File: src/hdl/cdte_pkg.sv
// Shared types, constants and lookup functions for the date to epoch seconds unit.
package cdte_pkg;

    localparam int unsigned MAX_YEAR_DEF = 9999;

    localparam int unsigned YEAR_W  = 14;
    localparam int unsigned MONTH_W = 4;
    localparam int unsigned DAY_W   = 5;
    localparam int unsigned HOUR_W  = 5;
    localparam int unsigned MIN_W   = 6;
    localparam int unsigned SEC_W   = 6;
    localparam int unsigned TS_W    = 38;

    localparam int unsigned IN_DATA_W  = 40;
    localparam int unsigned OUT_DATA_W = 40;

    // seconds of day < 86400, day count up to year 9999 < 2^22
    localparam int unsigned SOD_W  = 17;
    localparam int unsigned DAYS_W = 22;
    localparam int unsigned YOFF_W = 13;
    localparam int unsigned LEAP_W = 12;
    localparam int unsigned YDAY_W = 9;

    // n / 100 for n < 2^14 as (n * 5243) >> 19
    localparam int unsigned DIV_PROD_W = 27;
    localparam int unsigned DIV_SHIFT  = 19;
    localparam int unsigned QUOT_W     = DIV_PROD_W - DIV_SHIFT;
    localparam logic [DIV_PROD_W-1:0] DIV100_MUL = DIV_PROD_W'(5243);

    localparam logic [YEAR_W-1:0] EPOCH_YEAR     = YEAR_W'(1970);
    localparam logic [LEAP_W-1:0] LEAPS_TO_EPOCH = LEAP_W'(477);

    localparam logic [MONTH_W-1:0] MONTH_JAN = MONTH_W'(1);
    localparam logic [MONTH_W-1:0] MONTH_FEB = MONTH_W'(2);
    localparam logic [MONTH_W-1:0] MONTH_DEC = MONTH_W'(12);

    localparam logic [HOUR_W-1:0] HOUR_MAX = HOUR_W'(23);
    localparam logic [MIN_W-1:0]  MIN_MAX  = MIN_W'(59);
    localparam logic [SEC_W-1:0]  SEC_MAX  = SEC_W'(59);

    localparam logic [SOD_W-1:0]  SECS_PER_HOUR = SOD_W'(3600);
    localparam logic [SOD_W-1:0]  SECS_PER_MIN  = SOD_W'(60);
    localparam logic [TS_W-1:0]   SECS_PER_DAY  = TS_W'(86400);
    localparam logic [DAYS_W-1:0] DAYS_PER_YEAR = DAYS_W'(365);

    // stage 3 -> stage 4
    typedef struct packed {
        logic              valid;
        logic              ok;
        logic [DAYS_W-1:0] days;
        logic [SOD_W-1:0]  sod;
    } day_t;

    // output register contents
    typedef struct packed {
        logic            valid;
        logic            ok;
        logic [TS_W-1:0] ts;
    } res_t;

    function automatic logic [DAY_W-1:0] month_len(input logic [MONTH_W-1:0] m,
                                                   input logic leap);
        logic [DAY_W-1:0] len;
        case (m)
            4'd2:    len = leap ? DAY_W'(29) : DAY_W'(28);
            4'd4,
            4'd6,
            4'd9,
            4'd11:   len = DAY_W'(30);
            default: len = DAY_W'(31);
        endcase
        return len;
    endfunction

    function automatic logic [YDAY_W-1:0] days_before_month(input logic [MONTH_W-1:0] m);
        logic [YDAY_W-1:0] d;
        case (m)
            4'd1:    d = YDAY_W'(0);
            4'd2:    d = YDAY_W'(31);
            4'd3:    d = YDAY_W'(59);
            4'd4:    d = YDAY_W'(90);
            4'd5:    d = YDAY_W'(120);
            4'd6:    d = YDAY_W'(151);
            4'd7:    d = YDAY_W'(181);
            4'd8:    d = YDAY_W'(212);
            4'd9:    d = YDAY_W'(243);
            4'd10:   d = YDAY_W'(273);
            4'd11:   d = YDAY_W'(304);
            4'd12:   d = YDAY_W'(334);
            default: d = YDAY_W'(0);
        endcase
        return d;
    endfunction

endpackage

File: src/hdl/cdte_day_count.sv
// Stages 1 to 3: range checks, leap-year logic and whole-day count since the epoch.
module cdte_day_count #(
    parameter int unsigned MAX_YEAR = cdte_pkg::MAX_YEAR_DEF
) (
    input  logic                         clk,
    input  logic                         rst_n,
    input  logic                         en,
    input  logic                         in_valid,
    input  logic [cdte_pkg::YEAR_W-1:0]  year,
    input  logic [cdte_pkg::MONTH_W-1:0] month,
    input  logic [cdte_pkg::DAY_W-1:0]   day,
    input  logic [cdte_pkg::HOUR_W-1:0]  hour,
    input  logic [cdte_pkg::MIN_W-1:0]   minute,
    input  logic [cdte_pkg::SEC_W-1:0]   second,
    output cdte_pkg::day_t               day_out
);

    localparam logic [cdte_pkg::YEAR_W-1:0] LAST_YEAR = cdte_pkg::YEAR_W'(MAX_YEAR);

    // stage 1
    logic                                v1_reg;
    logic                                ok1_reg, ok1_next;
    logic [cdte_pkg::YEAR_W-1:0]         year1_reg;
    logic [cdte_pkg::MONTH_W-1:0]        month1_reg;
    logic [cdte_pkg::DAY_W-1:0]          day1_reg;
    logic [cdte_pkg::SOD_W-1:0]          sod1_reg, sod1_next;
    logic [cdte_pkg::DIV_PROD_W-1:0]     prod_prev1_reg, prod_prev1_next;
    logic [cdte_pkg::DIV_PROD_W-1:0]     prod_cur1_reg, prod_cur1_next;
    logic [cdte_pkg::YEAR_W-1:0]         year_prev;

    // stage 2
    logic                                v2_reg;
    logic                                ok2_reg, ok2_next;
    logic [cdte_pkg::YOFF_W-1:0]         yoff2_reg, yoff2_next;
    logic [cdte_pkg::LEAP_W-1:0]         leaps2_reg, leaps2_next;
    logic [cdte_pkg::YDAY_W-1:0]         yday2_reg, yday2_next;
    logic [cdte_pkg::SOD_W-1:0]          sod2_reg;
    logic [cdte_pkg::QUOT_W-1:0]         q_prev, q_cur;
    logic [cdte_pkg::YEAR_W-1:0]         cent_year;
    logic [cdte_pkg::YEAR_W-1:0]         year_prev1;
    logic                                leap;

    // stage 3
    logic                                v3_reg;
    logic                                ok3_reg;
    logic [cdte_pkg::DAYS_W-1:0]         days3_reg, days3_next;
    logic [cdte_pkg::SOD_W-1:0]          sod3_reg;

    // ---- stage 1: checks, time of day, reciprocal multiplies for /100
    assign year_prev = year - cdte_pkg::YEAR_W'(1);

    always_comb
    begin
        ok1_next = (year >= cdte_pkg::EPOCH_YEAR) && (year <= LAST_YEAR)
                && (month >= cdte_pkg::MONTH_JAN) && (month <= cdte_pkg::MONTH_DEC)
                && (day != '0)
                && (hour <= cdte_pkg::HOUR_MAX) && (minute <= cdte_pkg::MIN_MAX)
                && (second <= cdte_pkg::SEC_MAX);
        sod1_next = cdte_pkg::SOD_W'(hour) * cdte_pkg::SECS_PER_HOUR
                  + cdte_pkg::SOD_W'(minute) * cdte_pkg::SECS_PER_MIN
                  + cdte_pkg::SOD_W'(second);
        prod_prev1_next = cdte_pkg::DIV_PROD_W'(year_prev) * cdte_pkg::DIV100_MUL;
        prod_cur1_next  = cdte_pkg::DIV_PROD_W'(year) * cdte_pkg::DIV100_MUL;
    end

    // ---- stage 2: leap year, month length check, day of year, leap count
    assign q_prev     = prod_prev1_reg[cdte_pkg::DIV_PROD_W-1:cdte_pkg::DIV_SHIFT];
    assign q_cur      = prod_cur1_reg[cdte_pkg::DIV_PROD_W-1:cdte_pkg::DIV_SHIFT];
    assign cent_year  = cdte_pkg::YEAR_W'(q_cur) * cdte_pkg::YEAR_W'(100);
    assign year_prev1 = year1_reg - cdte_pkg::YEAR_W'(1);

    always_comb
    begin
        // divisible by 4 and not a century, or a century divisible by 400
        leap = ((year1_reg[1:0] == 2'b00) && (cent_year != year1_reg))
            || ((cent_year == year1_reg) && (q_cur[1:0] == 2'b00));
        ok2_next = ok1_reg
                && (day1_reg <= cdte_pkg::month_len(month1_reg, leap));
        yday2_next = cdte_pkg::days_before_month(month1_reg)
                   + cdte_pkg::YDAY_W'(leap && (month1_reg > cdte_pkg::MONTH_FEB))
                   + cdte_pkg::YDAY_W'(day1_reg) - cdte_pkg::YDAY_W'(1);
        // leaps in 1970..year-1
        leaps2_next = cdte_pkg::LEAP_W'(year_prev1 >> 2)
                    - cdte_pkg::LEAP_W'(q_prev)
                    + cdte_pkg::LEAP_W'(q_prev >> 2)
                    - cdte_pkg::LEAPS_TO_EPOCH;
        yoff2_next = cdte_pkg::YOFF_W'(year1_reg - cdte_pkg::EPOCH_YEAR);
    end

    // ---- stage 3: whole days since the epoch
    assign days3_next = cdte_pkg::DAYS_W'(yoff2_reg) * cdte_pkg::DAYS_PER_YEAR
                      + cdte_pkg::DAYS_W'(leaps2_reg)
                      + cdte_pkg::DAYS_W'(yday2_reg);

    always_ff @(posedge clk or negedge rst_n)
    begin
        if (!rst_n)
        begin
            v1_reg <= 1'b0;
            v2_reg <= 1'b0;
            v3_reg <= 1'b0;
        end
        else if (en)
        begin
            v1_reg <= in_valid;
            v2_reg <= v1_reg;
            v3_reg <= v2_reg;
        end
    end

    always_ff @(posedge clk)
    begin
        if (en)
        begin
            ok1_reg        <= ok1_next;
            year1_reg      <= year;
            month1_reg     <= month;
            day1_reg       <= day;
            sod1_reg       <= sod1_next;
            prod_prev1_reg <= prod_prev1_next;
            prod_cur1_reg  <= prod_cur1_next;

            ok2_reg        <= ok2_next;
            yoff2_reg      <= yoff2_next;
            leaps2_reg     <= leaps2_next;
            yday2_reg      <= yday2_next;
            sod2_reg       <= sod1_reg;

            ok3_reg        <= ok2_reg;
            days3_reg      <= days3_next;
            sod3_reg       <= sod2_reg;
        end
    end

    assign day_out.valid = v3_reg;
    assign day_out.ok    = ok3_reg;
    assign day_out.days  = days3_reg;
    assign day_out.sod   = sod3_reg;

endmodule

File: src/hdl/cdte_sec_calc.sv
// Stage 4: days times 86400 plus seconds of day into the output register.
module cdte_sec_calc (
    input  logic           clk,
    input  logic           rst_n,
    input  logic           en,
    input  cdte_pkg::day_t day_in,
    output cdte_pkg::res_t res_out
);

    logic                        valid_reg;
    logic                        ok_reg;
    logic [cdte_pkg::TS_W-1:0]   ts_reg, ts_next;

    // rejected items leave as zero
    assign ts_next = day_in.ok
                   ? cdte_pkg::TS_W'(day_in.days) * cdte_pkg::SECS_PER_DAY
                     + cdte_pkg::TS_W'(day_in.sod)
                   : '0;

    always_ff @(posedge clk or negedge rst_n)
    begin
        if (!rst_n)
        begin
            valid_reg <= 1'b0;
        end
        else if (en)
        begin
            valid_reg <= day_in.valid;
        end
    end

    always_ff @(posedge clk)
    begin
        if (en)
        begin
            ok_reg <= day_in.ok;
            ts_reg <= ts_next;
        end
    end

    assign res_out.valid = valid_reg;
    assign res_out.ok    = ok_reg;
    assign res_out.ts    = ts_reg;

endmodule

File: src/hdl/civil_date_to_epoch_seconds_unit.sv
// Top level: UTC calendar date and time in, Unix timestamp out, four-stage pipeline.
//
// Converts one Gregorian UTC date and time per transfer into seconds since
// 1970-01-01 00:00:00. One transfer can be taken every clock cycle unless the pipeline
// holds; each result passes the stages in order (range checks and the divide-by-100
// reciprocal multiplies, leap and day-of-year logic, the day count, then the
// seconds multiply into the output register). The whole pipeline holds while a
// result waits on m_axis_tready. Years outside 1970..MAX_YEAR, bad months, days
// past the month length or out-of-range times give timestamp 0 with tuser low.
module civil_date_to_epoch_seconds_unit #(
    parameter int unsigned MAX_YEAR = cdte_pkg::MAX_YEAR_DEF
) (
    input  logic                               clk,
    input  logic                               rst_n,
    input  logic                               s_axis_tvalid,
    output logic                               s_axis_tready,
    // year[13:0], month[17:14], day[22:18], hour[27:23], minute[33:28], second[39:34]
    input  logic [cdte_pkg::IN_DATA_W-1:0]     s_axis_tdata,
    output logic                               m_axis_tvalid,
    input  logic                               m_axis_tready,
    // timestamp[37:0], zero pad[39:38]
    output logic [cdte_pkg::OUT_DATA_W-1:0]    m_axis_tdata,
    // valid_res[0]
    output logic                               m_axis_tuser
);

    logic           advance;
    cdte_pkg::day_t day_s;
    cdte_pkg::res_t res_s;

    // all stages move together; an empty output register never blocks
    assign advance       = !res_s.valid || m_axis_tready;
    assign s_axis_tready = advance;

    cdte_day_count #(
        .MAX_YEAR (MAX_YEAR)
    ) u_day_count (
        .clk      (clk),
        .rst_n    (rst_n),
        .en       (advance),
        .in_valid (s_axis_tvalid),
        .year     (s_axis_tdata[13:0]),
        .month    (s_axis_tdata[17:14]),
        .day      (s_axis_tdata[22:18]),
        .hour     (s_axis_tdata[27:23]),
        .minute   (s_axis_tdata[33:28]),
        .second   (s_axis_tdata[39:34]),
        .day_out  (day_s)
    );

    cdte_sec_calc u_sec_calc (
        .clk     (clk),
        .rst_n   (rst_n),
        .en      (advance),
        .day_in  (day_s),
        .res_out (res_s)
    );

    assign m_axis_tvalid = res_s.valid;
    assign m_axis_tdata  = cdte_pkg::OUT_DATA_W'(res_s.ts);
    assign m_axis_tuser  = res_s.ok;

endmodule

File: config.mk
export PLATFORM = sky130hd
export DESIGN_NAME = civil_date_to_epoch_seconds_unit
export DESIGN_NICKNAME = d
export VERILOG_FILES = /design/src/hdl/cdte_pkg.sv /design/src/hdl/cdte_day_count.sv /design/src/hdl/cdte_sec_calc.sv /design/src/hdl/civil_date_to_epoch_seconds_unit.sv
export SDC_FILE = /design/constraint.sdc
export NUM_CORES = 1
export LEC_CHECK = 0
export ABC_CLOCK_PERIOD_IN_PS = 11650
export BUFFER_PORTS_ARGS = -buffer_cell sky130_fd_sc_hd__buf_4
export CAP_MARGIN = 5
export CORE_MARGIN = 3
export CORE_UTILIZATION = 45
export DETAILED_ROUTE_END_ITERATION = 8
export SLEW_MARGIN = 10
export SYNTH_ARGS = -nofsm -noshare
export SYNTH_HDL_FRONTEND = slang
export SYNTH_SLANG_ARGS = --single-unit
File: constraint.sdc
create_clock -name clk -period 11.65 [get_ports clk]
set_input_delay 1.165 -clock clk [delete_from_list [all_inputs] [get_ports clk]]
set_output_delay 1.165 -clock clk [all_outputs]
set_load 0.01 [all_outputs]
==> impl_metrics.csv, run 1 <==
group,metric,value,unit
synthesis,async_flop_share,0.0199,
job,drv_cap,0,
detailed_routing,route.met2.wl,22700,um
detailed_routing,top_layer,"met4",
clock_network,cts_max_level,1,
setup_path,crit_top_cell,"inv_1",
clock_network,cts_num_sinks,201,
floorplan,dieArea,58300,um^2
final_layout,areaGrowthSynthToFinish,9.27,%
timing,tightestPinTransition,966,ps
timing,fmax,125,MHz
final_layout,fin_nets,3270,
timing,setup_viol,0,
placed_design,io_buffers,84,
final_layout,drive_gt1_frac,0.0632,
floorplan,fp.coreArea,54300,um^2
detailed_routing,drc_errors,0,
global_route,grt-ovfl-total,0,
final_layout,n_antenna_cell,0,
floorplan,start_util,0.459,
clock_network,root_buffer,"clkbuf_16",
timing,fin_crit,8010,ps
timing,fin_tns_setup,0,ps
global_route,grt_start_max_net_pins,76,
timing,relSlewSlack,0.356,
synthesis,syn_avg_cell_area,10.6,um^2
synthesis,ys_ff_latch,201,
clock_network,post_cts_buffers,0,
detailed_routing,antenna_left,0,
clock_network,cts_buffers,25,
timing,hold_violations,0,
clock_network,cts_tree,"built",
global_route,grt_pass1_vias,16551,
setup_path,critPathMaxFanout,8,
floorplan,die_y,242,um
detailed_routing,wl_per_cell,14.6,um
detailed_routing,wl,47000,um
detailed_routing,num_vias,15864,
setup_path,required,11930,ps
synthesis,synth_cell_types,69,
synthesis,synth_common_cells,"545 x inv_1, 522 x ha_1, 253 x fa_1",
placed_design,place.gp.congestion,0.878,
synthesis,ys.flop_type,"edfxtp_1",
synthesis,synth_edf_count,188,
synthesis,synth_area,25000,um^2
outcome,outcome,"finished clean",
synthesis,synth.most_common_cell,"inv_1",
setup_path,critPathMaxStageDelay,540,ps
final_layout,nFillCells,4976,
global_route,grt_first_pass_wirelength,80100,um
timing,slew_violations,0,
timing,fin_skew,21.6,ps
timing,fin_crit_sh,0.687,
clock_network,clock_latency,550,ps
synthesis,netlist_top_cells_area,"ha_1 26%, edfxtp_1 23%, fa_1 20%, inv_1 8.2%, xnor2_1 4.6%",
placed_design,post-dp-hpwl,40100,um
worst_hold_path,worstHoldPathType,"in -> async",
timing,rsz0062_at_grt,"false",
detailed_routing,wl_met1,22300,um
floorplan,rows,85,
clock_network,clock_path_buffers,3,
synthesis,yosysSeqAreaShare,0.237,
floorplan,io_pins,87,
floorplan,die_w,242,um
setup_path,critical_path_class,"in -> reg",
final_layout,largest_reg_flops,38,
detailed_routing,dr.pass1.iters,5,
clock_network,clk_pin_slew,50,ps
global_route,antenna_found_initial,0,
synthesis,yosysTopAreaCell,"ha_1",
detailed_routing,dr_wl_met3,1220,um
setup_path,critPathCaptureType,"flop",
detailed_routing,drt_iter0_drc,569,
setup_path,start_kind,"primary input",
detailed_routing,vias_per_cell,4.94,
clock_network,holdBufCountCts,0,
synthesis,syn_inst,2356,
global_route,grt_usage,0.163,
synthesis,synth.top_cell.area_share,0.262,
setup_path,cp.arrival,8280,ps
clock_network,cts_resized,0,
setup_path,cp_slowest_cell,"fa_1",
synthesis,synth_warnings,0,
-- cell type report --
| class | count | area (um^2) | share of cell area |
|---|---|---|---|
| multi-input cells | 1590 | 16900 | 0.620 |
| flip-flops and latches | 201 | 5930 | 0.217 |
| inverters | 545 | 2050 | 0.0750 |
| well taps | 739 | 925 | 0.0339 |
| clock buffers | 36 | 727 | 0.0267 |
| repair buffers | 88 | 661 | 0.0242 |
| clock inverters | 10 | 81.3 | 0.00298 |
-- cells by family after synthesis --
logic type / share of synthesized area
mux: 0.00546
compound gates: 0.0774
fa+ha+maj: 0.465
flops: 0.237
other cells: 0.000150
xor+xnor: 0.0656
buf+inv: 0.0856
simple gates: 0.0638
-- metal layers --
layer | GRT usage | vias to the layer above
met5 | 0 | -
met4 | 0.0297 | 0
met3 | 0.0188 | 41
met2 | 0.281 | 178
met1 | 0.223 | 7673
li1 | - | 7972
-- worst paths after layout --
check	from	end	slack (ps)	depth (start not counted)
max reg2reg	u_day_count.days3_reg[4]	u_sec_calc.ts_reg[34]	5480	18
max	s_axis_tdata[2]	u_day_count.prod_prev1_reg[26]	3640	30
min	rst_n	u_day_count.v2_reg	400	1
min in group clk	u_day_count.sod1_reg[7]	u_day_count.sod2_reg[7]	410	0
max in group asynchronous	rst_n	u_day_count.v1_reg	11150	1
min reg2reg	u_day_count.sod1_reg[7]	u_day_count.sod2_reg[7]	410	0
-- stage by stage --
stage	utilization	hold WS, ps	cells	worst slack [ps]	cell area (um^2)
after floorplan	-	400	2357	2270	25000
after global placement	0.487	401	3163	3220	26500
after detailed placement	0.487	405	3163	3070	26500
after CTS	0.502	371	3209	3610	27300
after global routing	0.502	371	3209	3090	27300
final	0.502	404	3209	3640	27300
-- critical path: cells and delay by family --
kind | cells | cell delay, ps
fa+ha+maj | 7 | 2910
compound gates | 9 | 2210
buf+inv | 7 | 850
xor+xnor | 2 | 620
simple gates | 5 | 560
-- placed cells by master (no fill, tap or decap), drive strengths merged, types with 6 or more instances in the layout --
cell type / Yosys / layout
nand2: 75 / 75
a211oi: 8 / 8
o211ai: 12 / 12
or3: 10 / 10
nand3: 26 / 26
xnor2: 131 / 131
and2: 17 / 17
edfxtp: 188 / 188
a21boi: 7 / 7
nand4: 11 / 11
a21o: 46 / 46
a31oi: 11 / 11
nor3: 24 / 24
dfxtp: 9 / 9
o21ai: 56 / 56
inv: 545 / 547
nor2b: 11 / 11
and3: 12 / 12
clkinv: 0 / 6
nand2b: 17 / 17
buf: 5 / 88
clkbuf: 16 / 36
ha: 522 / 522
o21bai: 21 / 21
mux2i: 8 / 8
xor2: 56 / 56
fa: 253 / 253
nor4: 9 / 9
o21a: 6 / 6
a21oi: 99 / 99
or2: 7 / 7
nor2: 76 / 76
Power of run 1 is left out: the tool's default activity adds up to more than one toggle a clock period on the data nets, which glitch-free logic cannot reach.
==> run 2, diff against run 1 <==
--- a/config.mk
+++ b/config.mk
@@ -5,7 +5,7 @@
 export SDC_FILE = /design/constraint.sdc
 export NUM_CORES = 1
 export LEC_CHECK = 0
-export ABC_CLOCK_PERIOD_IN_PS = 11650
+export ABC_CLOCK_PERIOD_IN_PS = 7810
 export BUFFER_PORTS_ARGS = -buffer_cell sky130_fd_sc_hd__buf_4
 export CAP_MARGIN = 5
 export CORE_MARGIN = 3
==> constraint.sdc (replaced) <==
create_clock -name clk -period 7.81 [get_ports clk]
set_input_delay 0.781 -clock clk [delete_from_list [all_inputs] [get_ports clk]]
set_output_delay 0.781 -clock clk [all_outputs]
set_load 0.01 [all_outputs]
==> run 2 against run 1 <==
  * Critical path depth grew 1
  * First-iteration DRC count shrank 1.6%
  * Die area did not move
==> impl_metrics.csv, run 2 (same netlist as run 1, synthesis figures left out) <==
group,metric,value,unit
worst_hold_path,worstHoldPathType,"in -> reg",
setup_path,start_kind,"primary input",
clock_network,cts_max_level,1,
clock_network,holdBufCountCts,1,
timing,fin_crit_sh,0.909,
global_route,antenna_found_initial,0,
final_layout,fin_nets,3277,
timing,relSlewSlack,0.381,
floorplan,fp.coreArea,54300,um^2
global_route,grt_start_max_net_pins,73,
detailed_routing,vias_per_cell,4.95,
detailed_routing,wl,47300,um
setup_path,critPathCaptureType,"flop",
timing,fin_tns_setup,0,ps
floorplan,die_w,242,um
final_layout,largest_reg_flops,38,
setup_path,required,8100,ps
setup_path,rrSetupSlack,1680,ps
floorplan,rows,85,
setup_path,critPathMaxStageDelay,540,ps
timing,layout_setup_ws,709,ps
floorplan,start_util,0.459,
outcome,outcome,"finished clean",
placed_design,place_area,26500,um^2
detailed_routing,dr.pass1.iters,5,
global_route,grt-ovfl-total,0,
timing,fmax,141,MHz
placed_design,pre_cts_slack,75.9,ps
final_layout,final_area,27400,um^2
clock_network,cts_buffers,24,
final_layout,drive_gt1_frac,0.0666,
clock_network,cts_tree,"built",
clock_network,clock_path_buffers,3,
setup_path,crit_top_cell,"inv_1",
timing,fin_skew,13.4,ps
final_layout,n_antenna_cell,0,
job,drv_cap,0,
detailed_routing,drc_errors,0,
global_route,grt_first_pass_wirelength,80800,um
clock_network,root_buffer,"clkbuf_16",
placed_design,post-dp-hpwl,40600,um
detailed_routing,drt_iter0_drc,560,
timing,rsz0062_at_grt,"false",
detailed_routing,antenna_left,0,
detailed_routing,wl_per_cell,14.7,um
final_layout,mostFrequentLayoutCell,"inv_1",
timing,slew_violations,0,
floorplan,io_pins,87,
clock_network,clock_latency,550,ps
clock_network,post_cts_buffers,0,
final_layout,areaGrowthSynthToFinish,9.59,%
timing,fin_crit,7100,ps
floorplan,die_y,242,um
clock_network,clk_pin_slew,70,ps
timing,setup_viol,0,
setup_path,critPathMaxFanout,8,
setup_path,critical_path_class,"in -> reg",
timing,hold_violations,0,
placed_design,io_buffers,84,
detailed_routing,num_vias,15921,
placed_design,place.gp.congestion,0.876,
timing,tightestPinTransition,928,ps
setup_path,cp_slowest_cell,"fa_1",
final_layout,layout_common_cells,"545 x inv_1, 522 x ha_1, 253 x fa_1",
global_route,grt_pass1_vias,16666,
final_layout,fin_util,0.503,
floorplan,dieArea,58300,um^2
clock_network,cts_num_sinks,201,
setup_path,cp.arrival,7400,ps
global_route,grt_usage,0.164,
clock_network,cts_resized,0,
run 2: area by class of cell:
class,count,area [um^2]
Fill cell,4944,27000
Timing Repair Buffer,96,723
Clock buffer,28,657
Clock inverter,16,169
Sequential cell,201,5930
Tap cell,739,925
Multi-Input combinational cell,1590,16900
Inverter,545,2050
run 2: path summary, 6_finish.rpt:
kind                                          start                              to  cells past startpoint
min in group asynchronous                     rst_n              u_day_count.v3_reg                      2
min                                s_axis_tdata[18]         u_day_count.day1_reg[0]                      1
max reg2reg                u_day_count.days3_reg[5]           u_sec_calc.ts_reg[37]                     18
min reg2reg                u_day_count.sod1_reg[10]        u_day_count.sod2_reg[10]                      0
max                                 s_axis_tdata[2]  u_day_count.prod_prev1_reg[26]                     31
max in group asynchronous                     rst_n            u_sec_calc.valid_reg                      2
run 2: worst max-delay path, delay by kind of cell:
family          cells  cell delay, ps
compound gates      9            1960
xor+xnor            2             280
fa+ha+maj           7            2880
buf+inv             8             940
simple gates        5             540
run 2: through the flow:
| stage | instances | hold WS, ps |
|---|---|---|
| floorplan | 2357 | 400 |
| global placement | 3170 | 400 |
| detailed placement | 3170 | 405 |
| CTS | 3215 | 379 |
| global route | 3215 | 382 |
| finish | 3215 | 412 |
run 2: routing by layer:
metal | global-route usage | part of all wire
met4 | 0.0261 | 0.015
met3 | 0.0201 | 0.029
met5 | 0 | 0
met2 | 0.285 | 0.49
met1 | 0.224 | 0.47
Power of run 2 is left out for the same reason.
